--- src/rtl/mfps_pkg.sv ---
package mfps_pkg;

  localparam int MAX_COLS_DEF   = 1024;
  localparam int VALUE_BITS_DEF = 16;

  localparam int WIDTH_BITS = 11;
  localparam int WIDTH_RST  = 1024;

  localparam int SUM_BITS = 28;
  localparam logic signed [SUM_BITS-1:0] SUM_MAX = {1'b0, {(SUM_BITS-1){1'b1}}};
  localparam logic signed [SUM_BITS-1:0] SUM_MIN = {1'b1, {(SUM_BITS-1){1'b0}}};

  localparam int RESULT_BYTES = (SUM_BITS + 7) / 8;
  localparam int RESULT_DATA_BITS = RESULT_BYTES * 8;

  typedef logic signed [SUM_BITS-1:0] sum_t;

  typedef struct packed {
    sum_t best_sum;
    logic short_row;
  } result_t;

endpackage

--- src/rtl/mfps_cell.sv ---
// One column of the row buffer: load the fresh sum when this cell is the
// tail of the active row, otherwise take the neighbor's sum on every shift.
module mfps_cell #(
  parameter int IDX      = 0,
  parameter int COL_BITS = 10
) (
  input  logic                 clk,
  input  logic                 shift,
  input  logic [COL_BITS-1:0]  tail_idx,
  input  mfps_pkg::sum_t       fresh,
  input  mfps_pkg::sum_t       upstream,
  output mfps_pkg::sum_t       sum
);

  logic is_tail;

  assign is_tail = (tail_idx == COL_BITS'(IDX));

  always_ff @(posedge clk) begin
    if (shift) begin
      sum <= is_tail ? fresh : upstream;
    end
  end

endmodule

--- config.mk ---
export PLATFORM = sky130hd
export DESIGN_NAME = mfps_cell
export DESIGN_NICKNAME = d
export VERILOG_FILES = /design/src/rtl/mfps_pkg.sv /design/src/rtl/mfps_cell.sv
export SDC_FILE = /design/constraint.sdc
export NUM_CORES = 1
export LEC_CHECK = 0
export BUFFER_PORTS_ARGS = -buffer_cell sky130_fd_sc_hd__buf_2
export CAP_MARGIN = 20
export CORE_MARGIN = 2
export CORE_UTILIZATION = 40
export CTS_CLUSTER_SIZE = 28
export DETAILED_ROUTE_END_ITERATION = 8
export PLACE_DENSITY_LB_ADDON = 0.3
export SLEW_MARGIN = 5
export SYNTH_ARGS = -nofsm -noshare
export SYNTH_HDL_FRONTEND = slang
export SYNTH_SLANG_ARGS = --single-unit
--- constraint.sdc ---
create_clock -name clk -period 2 [get_ports clk]
set_input_delay 0.2 -clock clk [delete_from_list [all_inputs] [get_ports clk]]
set_output_delay 0.2 -clock clk [all_outputs]
set_load 0.03 [all_outputs]
==> results.txt <==
Total wire length: 2630 um
Data required, critical path: 2.08 ns
Switching Share: 0.256
Synth Area in Compound Gates: 0
Commonest non-fill, non-tap cell in the layout: buf_2
Actual slew at the worst max-slew pin: 0.615 ns
# fillers: 268
Post-layout nets: 230
Final number of hold-violating endpoints: 0
Setup CP Type: in2reg
Sw Pwr: 0.000301 W
Internal power: 0.000876 W
Clock sinks: 28
CTS clk-pin slew, worst paths: 0.13 ns
DRT antenna net count: 0
Fmax: 801 MHz
Final setup viols: 0
Comb pwr share: 0.217
Yosys warning count: 0
Placed cell count: 201
Setup TNS: 0 ns
Reg power frac: 0.599
Outcome: completed
Crit path DAT: 1.33 ns
WHS: 0.179 ns
Num CTS Buffers: 3
Initial antenna violation count: 0
DR top layer: met4
Yosys reg bits: 28
Synth unique cells: 7
Cell Rows: 20
Max-cap viol count: 0
Port buffer count: 95
Cells after Synth: 62
Core area: 3080 um^2
Crit path launch type: primary input
H-tree depth: 1
Hold-fix buffers, CTS: 0
Seq/Total Area, Yosys: 0.647
Met2 WL: 1440 um
Combinational family with the most area after synthesis: multiplexers
Synthesized area: 1300 um^2
Top Registers: sum x28
DIE HEIGHT: 61.0 um
Hold WC Path Type: in2reg
Proportion of layout cells with a drive suffix above 1: 0.819
Remaining DRCs: 0
Most frequent cells in the layout: buf_2 (95), edfxtp_1 (28), mux2_4 (20)
Die Width: 61.0 um
Area delta synth->final: 42.0%
Setup repair bufs after CTS: 0
N_diodes: 0
Avg Cell Area, Syn: 21.0 um^2
Largest net degree at the start of global routing: 29
1st-iter DRT viols: 9
First-pass GRT wire length: 3680 um
Max FFs per register: 28
RSZ-0062 raised after global routing: false
Slew Viols, Final: 0
Avg Vias per Cell: 4.49
GRT Residual Overflow: 0
Wire per inst: 12.9 um
Synth Area in Simple Gates: 0.0356
Clock power frac: 0.183
Die ar.: 3720 um^2
Vias in the first global route: 877
Clock Path Buffers: 2
Critical Path Sink Type: register
Detailed Routing Iterations Pass 1: 3
Post-DP HPWL: 2050 um
Fin crit share: 0.625
Starting density of the core: 0.422
Maximum vdd drop: 0.263 mV
Via Count: 915
Post-CTS resize count: 0
CTS tree: done
Slew Limit Headroom: 0.590
Leak Pwr: 0.902 nW
Wl on met1: 901 um
Synth Area in XOR/XNOR: 0
Pwr/cell area: 638 nW/um^2
Adder-cell share of the synthesized area: 0
Tmin final: 1.25 ns
Net Count, Synth: 130
Reg with most FFs: sum
Met3 wire length: 259 um
Post-synthesis mux area share: 0.300
GP Congestion: 0.660
Largest fanout on the critical path: 17
IO Pins: 96
Layout Cells excl Fill: 204
Root Driver: clkbuf_4
Tot GR Track Use: 0.140
## power groups by stage
| stage | combinational, W | clock [W] | sequential [W] |
|---|---|---|---|
| after floorplan | 0.0000407 | 0 | 0.000818 |
| after global placement | 0.000252 | 0 | 0.000719 |
| after detailed placement | 0.000258 | 0 | 0.000720 |
| after CTS | 0.000259 | 0.000229 | 0.000706 |
| after global routing | 0.000273 | 0.000256 | 0.000711 |
| final | 0.000256 | 0.000216 | 0.000705 |
## layout make-up
cell class              instances  area [um^2]  area share
repair buffers                 97          490       0.266
clock buffers                   3         22.5      0.0122
flip-flops and latches         28          841       0.456
well taps                      44         55.1      0.0298
multi-input cells              32          437       0.237
## cells by family (layout without fill, tap and decap cells)
logic type | after synthesis | in the layout
flip-flops | 28 | 28
multiplexers | 28 | 28
buffers and inverters | 2 | 100
AND/OR/NAND/NOR | 4 | 4
## through the flow
| step | util | cell area [um^2] | setup slack [ns] | power [W] |
|---|---|---|---|---|
| global route | 0.600 | 1850 | 0.727 | 0.00124 |
| CTS | 0.600 | 1850 | 0.747 | 0.00119 |
| detailed placement | 0.592 | 1820 | 0.392 | 0.000978 |
| finish | 0.600 | 1850 | 0.751 | 0.00118 |
| global placement | 0.592 | 1820 | 0.435 | 0.000970 |
| floorplan | - | 1300 | 0.538 | 0.000859 |
## worst max-delay path: stages
cell	delay [ns]
buf_2	0.10
nor4_2	0.35
nand3_4	0.10
buf_4	0.24
mux2_4	0.33
## cell usage after synthesis
cell | count | area, um^2
edfxtp_1 | 28 | 841
mux2_4 | 20 | 300
mux2_2 | 8 | 90.1
buf_6 | 2 | 22.5
nor4_2 | 2 | 25.0
nand3_4 | 1 | 17.5
nor2_1 | 1 | 3.75
## metal layers
metal	global-route usage	up-vias
li1	-	444
met1	0.133	419
met2	0.272	50
met3	0.0441	2
met4	0.0621	0
met5	0	-
## path summary, 6_finish.rpt
check / depth (start not counted) / slack, ns / startpoint / end
setup / recovery: 5 / 0.75 / tail_idx[9] / sum[24]
hold / removal: 2 / 0.18 / upstream[21] / sum[21]
(Power assumes the default switching activity.)
