--- src/rtl/mfps_pkg.sv ---
package mfps_pkg;

  localparam int MAX_COLS_DEF   = 1024;
  localparam int VALUE_BITS_DEF = 16;

  localparam int WIDTH_BITS = 11;
  localparam int WIDTH_RST  = 1024;

  localparam int SUM_BITS = 28;
  localparam logic signed [SUM_BITS-1:0] SUM_MAX = {1'b0, {(SUM_BITS-1){1'b1}}};
  localparam logic signed [SUM_BITS-1:0] SUM_MIN = {1'b1, {(SUM_BITS-1){1'b0}}};

  localparam int RESULT_BYTES = (SUM_BITS + 7) / 8;
  localparam int RESULT_DATA_BITS = RESULT_BYTES * 8;

  typedef logic signed [SUM_BITS-1:0] sum_t;

  typedef struct packed {
    sum_t best_sum;
    logic short_row;
  } result_t;

endpackage

--- src/rtl/mfps_outq.sv ---
// Two-entry result queue: head drives the output, second entry catches a
// result that arrives while the head is stalled.
module mfps_outq (
  input  logic              clk,
  input  logic              rst,
  input  logic              push,
  input  mfps_pkg::result_t push_data,
  input  logic              pop_ready,
  output logic              head_valid,
  output mfps_pkg::result_t head_data,
  output logic              full
);

  logic              spare_valid;
  mfps_pkg::result_t spare_data;
  logic              pop;

  assign pop  = head_valid && pop_ready;
  assign full = spare_valid;

  always_ff @(posedge clk) begin
    if (rst) begin
      head_valid  <= 1'b0;
      spare_valid <= 1'b0;
    end else begin
      if (pop) begin
        if (spare_valid) begin
          head_data   <= spare_data;
          spare_valid <= push;
          if (push) begin
            spare_data <= push_data;
          end
        end else if (push) begin
          head_data <= push_data;
        end else begin
          head_valid <= 1'b0;
        end
      end else if (push) begin
        if (!head_valid) begin
          head_data  <= push_data;
          head_valid <= 1'b1;
        end else begin
          spare_data  <= push_data;
          spare_valid <= 1'b1;
        end
      end
    end
  end

endmodule
--- config.mk ---
export PLATFORM = sky130hd
export DESIGN_NAME = mfps_outq
export DESIGN_NICKNAME = d
export VERILOG_FILES = /design/src/rtl/mfps_pkg.sv /design/src/rtl/mfps_outq.sv
export SDC_FILE = /design/constraint.sdc
export NUM_CORES = 1
export LEC_CHECK = 0
export ABC_AREA = 1
export BUFFER_PORTS_ARGS = -buffer_cell sky130_fd_sc_hd__clkbuf_2
export CELL_PAD_IN_SITES_DETAIL_PLACEMENT = 0
export CELL_PAD_IN_SITES_GLOBAL_PLACEMENT = 2
export CORE_UTILIZATION = 30
export DETAILED_ROUTE_END_ITERATION = 16
export PLACE_DENSITY_LB_ADDON = 0.1
export SETUP_SLACK_MARGIN = 0.2
export SYNTH_ARGS = -nofsm -noshare
export SYNTH_HDL_FRONTEND = slang
export SYNTH_SLANG_ARGS = --single-unit
--- constraint.sdc ---
create_clock -name clk -period 3.35 [get_ports clk]
set_input_delay 0 -clock clk [delete_from_list [all_inputs] [get_ports clk]]
set_output_delay 0 -clock clk [all_outputs]
set_load 0.01 [all_outputs]
==> results.ini, run 1 <==
[timing]
timing.final.crit_share_pct=53.5
fin_skew_ns=0.00760
slew_headroom_pct=35.4
fmax_mhz=558
final_hold_viol_count=0
fin_ws_ns=1.56
hold_ws_ns=0.0947
setup_tns_ns=0
fin_crit_ns=1.79
slew_violations=0
setup-violations-final=0
tightest_slew_ns=0.966
rsz0062_at_grt=no

[placed_design]
post-place-ws_ns=1.63
place_area_mm2=0.00266
io_buffers=63
gp_congestion=0.728
dpl.hpwl_um=2580

[yosys]
seq_area_frac_synth_pct=79.8
syn_nets=207
synth_cell_types=14
synthFlopType=edfxtp_1
synth-seq-cells=60
synth_area_mm2=0.00223
synth_compound_area_share_pct=0.448
synth_simple_gate_area_share_pct=17.0
synthAdderAreaFrac_pct=0
synthArstFlopShare_pct=0
postSynthCellCount=174
synth_top_family_by_area=simple AND/OR/NAND/NOR gates
synth_mux_area_share_pct=0
synth_edf_count=58
synth_xor_area_share_pct=0
synth_warnings=0
syn_area_per_cell_um2=12.8

[finish]
seq_area_mm2=0.00178
fillers=723
final_common_cell=nand2_1
drive_above_1_share_pct=29.1
final_cell_area_mm2=0.00315
mostFrequentLayoutCells=nand2_1 (95), clkbuf_2 (63), edfxtp_1 (58)
area_growth_pct=41.1
antenna_cells=0
multi_input_area_um2=400
num-nets-final=310

[grt]
grt_usage_pct=12.5
grt.overflow.total=0
grt_pass1_wl_um=6960
grt_pass1_vias=1491
antenna_found_initial=0
grt_max_degree=31

[clocking]
numCtsBuffers=9
cts_tree=yes
path_clk_slew_ns=0.06
numClockSinks=60
cts_buffer_depth=2
ctsResizeCount=0
cts_max_level=3
ctsRootBufferMaster=clkbuf_8
clkLatencyLatePin_ns=0.32

[die]
core_region_area_mm2=0.00721
start_util_pct=31.0
dieArea_mm2=0.00779
die_w_um=88.3
num_rows=31
die_h_um=88.3
io_pins=64

[critical_path]
critPathLaunch=head_valid$_SDFFE_PP0P_
cp-endpoint=full$_SDFFE_PP0P_
rr_startpoint=head_valid$_SDFFE_PP0P_
critPathKind=flop to flop
crit_chain=o21ai_0, nand2_1, dlygate4sd3_1, nand2_1, dlygate4sd3_1
crit_slowest_cell=dlygate4sd3_1
timing.critical_path.to_type=flop
r2r_slack_ns=1.56
r2r_end=full$_SDFFE_PP0P_
crit_fanout=5
ff2ff_path_depth=5
crit_required_ns=3.56
worstPathArrival_ns=2.00
cp_slowest_stage_delay_ns=0.55
startpoint_type=flop

[power]
leakage_nw=1.36
vdd_drop_max_uv=169
finalPower_mw=1.50
p_per_area_mw_per_mm2=477

[routing]
wire_per_inst_um=11.7
vias=1503
viasPerCell=3.94
antenna_left=0
wl_um=4470
drt_iter0_markers=62
drc=0
drt-pass1-iter-count=3

[min_path]
hold_path.class=input port to flop

[outcome]
status=complete, no violations

[run]
max_cap_viol_count=0

==> metrics by stage <==
step	cells	utilization [%]
CTS	381	43.7
floorplan	174	-
global placement	332	36.9
global route	381	43.7
finish	381	43.7
detailed placement	332	36.9
==> flip-flops by register name, summed over array words and instances, names as in the netlist <==
signal,cells
head_data,29
spare_data,29
full,1
head_valid,1
==> layer usage <==
metal  GRT usage [%]  vias to the layer above  share of wire (%)
li1                -                      784                  -
met1            15.0                      675                 46
met2            19.9                       38                 48
met3            3.17                        6                3.9
met4            8.65                        0                1.8
met5               0                        -                  0
==> timing repair <==
action | 4_1_cts | 5_1_grt
hold buffers | 33 | 0
endpoints found under the hold margin | 60 | 0
buffers inserted | 0 | 0
==> worst max-delay path: cells and delay by family (launching register included) <==
family	cells	cell delay (ns)
buf+inv	2	1.08
flops	1	0.39
simple gates	2	0.11
compound gates	1	0.10
==> area by class of cell <==
cell class | count | area share, %
inverters | 7 | 0.834
clock buffers | 10 | 4.05
clock inverters | 6 | 0.992
well taps | 99 | 3.93
repair buffers | 98 | 21.0
flip-flops and latches | 60 | 56.5
multi-input cells | 101 | 12.7
==> cells in the mapped netlist, types with 2 or more instances <==
| library cell | count | area share, % |
|---|---|---|
| nand2_1 | 95 | 16 |
| nor2_1 | 2 | 0.34 |
| dfxtp_1 | 2 | 1.8 |
| edfxtp_1 | 58 | 78 |
| inv_1 | 6 | 1.0 |
| buf_2 | 2 | 0.45 |
| clkbuf_1 | 2 | 0.34 |
==> power by group <==
group	switching (mW)	internal, mW	total (mW)
Sequential	0.00737	0.852	0.860
Clock	0.265	0.260	0.525
Combinational	0.0579	0.0603	0.118
Total	0.330	1.17	1.50
==> worst min path at each step <==
stage,end,cells past startpoint,slack [ns],from
2_1_floorplan,spare_data[0]$_DFFE_PP_,0,0.1,push_data[0]
3_3_place_gp,spare_data[3]$_DFFE_PP_,1,0.19,push_data[3]
3_5_place_dp,spare_data[23]$_DFFE_PP_,1,0.20,push_data[23]
4_1_cts,head_valid$_SDFFE_PP0P_,6,0.07,pop_ready
5_1_grt,head_valid$_SDFFE_PP0P_,6,0.14,pop_ready
6_report,head_valid$_SDFFE_PP0P_,6,0.09,pop_ready
==> logic make-up (layout without fill, tap and decap cells) <==
| logic type | count (synthesis) | after routing |
|---|---|---|
| buf+inv | 13 | 121 |
| compound gates | 2 | 2 |
| simple gates | 99 | 99 |
| flops | 60 | 60 |
(Power assumes the default switching activity.)
==> inputs of run 2 (changes only) <==
Clock period 3.35 ns to 1.7 ns, I/O delays scaled along.
==> run 2 against run 1 <==
Net effect: total power up 99%; combinational power up 100%; count of clock-buffer cells in the layout down 1; wire length up 1.4%; utilization up 0.55 points; fmax up 29%; first-iteration DRC count up 68%; critical path depth unchanged; cell count up 0.52%; sequential power up 97%; clock power up 100%; critical endpoint is now spare_data[23]$_DFFE_PP_; largest cell class unchanged.
==> results.ini, run 2 (synthesis gave the netlist of run 1 again) <==
[timing]
rsz0062_at_grt=no
slew_headroom_pct=66.9
fin_skew_ns=0.00545
final_hold_viol_count=0
fmax_mhz=723
setup_tns_ns=0
hold_ws_ns=0.0350
timing.final.crit_share_pct=81.4
fin_crit_ns=1.38
setup-violations-final=0
tightest_slew_ns=0.495
slew_violations=0

[clocking]
clkLatencyLatePin_ns=0.33
numClockSinks=60
cts_max_level=3
path_clk_slew_ns=0.07
ctsResizeCount=0
post_cts_buffers=0
ctsRootBufferMaster=clkbuf_8
cts_tree=yes
numCtsBuffers=9
cts_buffer_depth=2

[grt]
grt_pass1_wl_um=7100
grt_usage_pct=12.9
grt.overflow.total=0
grt_pass1_vias=1440
grt_max_degree=30
antenna_found_initial=0

[critical_path]
cp-endpoint=spare_data[23]$_DFFE_PP_
crit_fanout=10
r2r_slack_ns=0.32
ff2ff_path_depth=5
worstPathArrival_ns=1.48
critPathLaunch=head_valid$_SDFFE_PP0P_
r2r_end=spare_data[23]$_DFFE_PP_
rr_startpoint=head_valid$_SDFFE_PP0P_
startpoint_type=flop
critPathKind=flop to flop
timing.critical_path.to_type=flop
crit_required_ns=1.80

[finish]
antenna_cells=0
fin_util_pct=44.2
num-nets-final=312
seq_area_mm2=0.00179
mostFrequentLayoutCells=nand2_1 (95), clkbuf_2 (63), edfxtp_1 (58)
fillers=727
final_common_cell=nand2_1
multi_input_area_um2=408
area_growth_pct=42.9
top_regs=head_data (29), spare_data (29)
drive_above_1_share_pct=31.0

[min_path]
hold_path.class=input port to flop
min_path_cells=4

[routing]
wire_per_inst_um=11.8
antenna_left=0
drt-pass1-iter-count=4
drt_iter0_markers=104
vias=1549
wl_um=4540
drc=0
viasPerCell=4.04

[die]
die_w_um=88.3
die_h_um=88.3
num_rows=31
io_pins=64
dieArea_mm2=0.00779
core_region_area_mm2=0.00721
start_util_pct=31.0

[power]
power_switching_mw=0.678
vdd_drop_max_uv=372
leakage_nw=1.36
p_int_mw=2.31
p_per_area_mw_per_mm2=935
seqPwrFrac_pct=56.8
swShare_pct=22.7
comb_power_share_pct=8.0
p_clk_share_pct=35.2

[placed_design]
dpl.hpwl_um=2900
io_buffers=63
gp_congestion=0.654

[outcome]
status=complete, no violations

[run]
max_cap_viol_count=0

-- run 2: worst min path at each step --
stage	end	startpoint	slack (ns)
global route	full$_SDFFE_PP0P_	pop_ready	0.03
floorplan	spare_data[0]$_DFFE_PP_	push_data[0]	0.1
detailed placement	spare_data[6]$_DFFE_PP_	push_data[6]	0.20
global placement	spare_data[6]$_DFFE_PP_	push_data[6]	0.20
finish	full$_SDFFE_PP0P_	pop_ready	0.04
CTS	full$_SDFFE_PP0P_	pop_ready	0.03
-- run 2: power by group through the flow --
stage	Sequential (mW)	Combinational, mW	Clock [mW]
floorplan	1.74	0.0649	0
global placement	1.73	0.191	0
detailed placement	1.73	0.189	0
CTS	1.69	0.245	1.09
global route	1.70	0.268	1.16
finish	1.69	0.240	1.05
-- run 2: area by class of cell --
cell class / count / share of cell area, %
Inverter: 7 / 0.941
Tap cell: 99 / 3.88
Clock buffer: 9 / 3.88
Multi-Input combinational cell: 101 / 12.8
Clock inverter: 7 / 1.06
Timing Repair Buffer: 100 / 21.4
Sequential cell: 60 / 56.1
-- run 2: repair_timing --
item / 4_1_cts / 5_1_grt
endpoints found under the hold margin: 60 / 0
hold buffers: 31 / 0
setup endpoints to repair: 0 / 0
-- run 2: stage by stage --
stage / cell area, um^2 / setup WS [ns] / instances / power, mW
after floorplan: 2270 / 0.164 / 174 / 1.81
after global placement: 2720 / 0.312 / 336 / 1.92
after detailed placement: 2720 / 0.290 / 336 / 1.91
after CTS: 3190 / 0.284 / 383 / 3.03
after global routing: 3190 / 0.210 / 383 / 3.12
final: 3190 / 0.317 / 383 / 2.98
-- run 2: per-layer routing --
| layer | vias to the layer above | track usage [%] | part of all wire, % |
|---|---|---|---|
| li1 | 789 | - | - |
| met1 | 708 | 16.3 | 47 |
| met2 | 44 | 19.4 | 47 |
| met3 | 8 | 4.85 | 4.8 |
| met4 | 0 | 7.04 | 1.7 |
| met5 | - | 0 | 0 |
-- run 2: worst max-delay path, cell delays in order, from the launching register on --
cell and delay (ns):
dfxtp_4 0.36, nand2_1 0.10, nand2_1 0.06, nand2_1 0.11, clkinvlp_4 0.26, buf_4 0.26
==> inputs of run 3 (changes only) <==
Clock period 1.7 ns to 1.3 ns, I/O delays scaled along.
==> run 3 against run 2 <==
Net effect: count of clock-buffer cells in the layout grew 1; sequential cell count stayed put; critical endpoint is now head_data[2]$_DFFE_PP_; wire length up 1.6%; combinational power grew 43%; total power is 32% higher; utilization is 2.1 points higher; die area did not move; clock power rose by 30%; non-clock buffer count is 7 higher; critical path type unchanged; first-iteration DRC count fell by 33%; cell count grew 1.8%.
==> results.ini, run 3 (synthesis gave the netlist of run 1 again) <==
[outcome]
status=complete, no violations

[finish]
final_common_cell=nand2_1
num-nets-final=319
antenna_cells=0
area_growth_pct=49.7
top_regs=head_data (29), spare_data (29)
fin_util_pct=46.4
final_cell_area_mm2=0.00334
multi_input_area_um2=445
mostFrequentLayoutCells=nand2_1 (82), clkbuf_2 (63), edfxtp_1 (58)
seq_area_mm2=0.00179
fillers=711
drive_above_1_share_pct=36.8

[timing]
rsz0062_at_grt=yes
tightest_slew_ns=0.225
timing.final.crit_share_pct=91.0
slew_violations=0
final_hold_viol_count=0
fin_skew_ns=0.00565
fin_crit_ns=1.18
slew_headroom_pct=85.0
fmax_mhz=845
hold_ws_ns=0.0375
setup-violations-final=0

[grt]
grtUsageMet1_pct=14.6
grt_pass1_vias=1440
met3_usage_pct=6.06
antenna_found_initial=0
use_met2_pct=19.7
grt_pass1_wl_um=6860
grt-busiest-layer=met2
grt_max_degree=30
grt_usage_pct=12.5
grt.overflow.total=0

[critical_path]
startpoint_type=flop
r2r_end=head_data[2]$_DFFE_PP_
crit_fanout=21
critPathKind=flop to flop
rr_startpoint=head_valid$_SDFFE_PP0P_
timing.critical_path.to_type=flop
crit_required_ns=1.33
worstPathArrival_ns=1.21
critPathLaunch=head_valid$_SDFFE_PP0P_
r2r_slack_ns=0.12
ff2ff_path_depth=3

[clocking]
path_clk_slew_ns=0.06
numCtsBuffers=9
ctsRootBufferMaster=clkbuf_8
clkLatencyLatePin_ns=0.33
cts_max_level=3
cts_tree=yes
numClockSinks=60
cts_buffer_depth=2

[die]
dieArea_mm2=0.00779
io_pins=64
core_region_area_mm2=0.00721
die_w_um=88.3
start_util_pct=31.0
die_h_um=88.3
num_rows=31

[routing]
wl_um=4610
drc=0
wire_per_inst_um=11.8
drt_iter0_markers=70
viasPerCell=4.06
drt-pass1-iter-count=4
vias=1585
antenna_left=0

[power]
finalPower_mw=3.93
leakage_nw=1.42
p_per_area_mw_per_mm2=1170
vdd_drop_max_uv=689

[min_path]
min-delay-start=push
hold_path.class=input port to flop
worstHoldEndpoint=head_valid$_SDFFE_PP0P_
min_path_cells=5

[placed_design]
dpl.hpwl_um=2810
io_buffers=63
place_area_mm2=0.00273
gp_congestion=0.712

[run]
max_cap_viol_count=0

[run 3: cell types whose count changed in the layout (fill, tap and decap cells not counted), sizes merged]
cell         delta
dlygate4sd3     +1
clkinvlp        -1
clkbuf          +2
buf             +5
[run 3: area by class of cell]
class                           count  share of cell area [%]
Sequential cell                    60                    53.5
Timing Repair Buffer              107                    23.6
Multi-Input combinational cell    101                    13.3
Clock buffer                       10                    3.82
Tap cell                           99                    3.70
Inverter                            7                    1.12
Clock inverter                      6                   0.935
[run 3: critical path, stage by stage, from the launching register on]
cell and delay, ns:
dfxtp_4 0.38, nand3_4 0.10, a21oi_4 0.21, buf_12 0.20
[run 3: repair_timing]
| item | in CTS | in global routing |
|---|---|---|
| pin swaps | 0 | 4 |
| resized for setup | 9 | 16 |
| endpoints found under the hold margin | 60 | 0 |
| gates cloned | 0 | 1 |
| buffers inserted | 3 | 1 |
| hold buffers | 32 | 0 |
| setup endpoints to repair | 87 | 87 |
[run 3: per-layer routing]
metal | wire (um) | vias up
li1 | - | 803
met3 | 287 | 8
met1 | 1990 | 721
met5 | 0 | -
met2 | 2220 | 53
met4 | 102 | 0
[run 3: metrics by stage]
stage                     worst slack [ns]  setup TNS (ns)  cells
after global routing                0.0660               0    390
after detailed placement            0.0564               0    337
after global placement              0.0670               0    337
after CTS                           0.0869               0    388
after floorplan                     -0.236           -8.47    174
final                                0.117               0    390
[run 3: power breakdown]
group | switching, mW | total (mW) | internal (mW)
logic | 0.161 | 0.344 | 0.183
registers | 0.0213 | 2.22 | 2.19
clock network | 0.695 | 1.37 | 0.671
total | 0.878 | 3.93 | 3.05
[run 3: worst max path at each step]
stage	endpoint	depth (start not counted)
finish	head_data[2]$_DFFE_PP_	3
detailed placement	head_data[11]$_DFFE_PP_	4
floorplan	head_data[0]$_DFFE_PP_	3
CTS	head_data[5]$_DFFE_PP_	3
global route	head_data[5]$_DFFE_PP_	3
global placement	head_data[18]$_DFFE_PP_	4
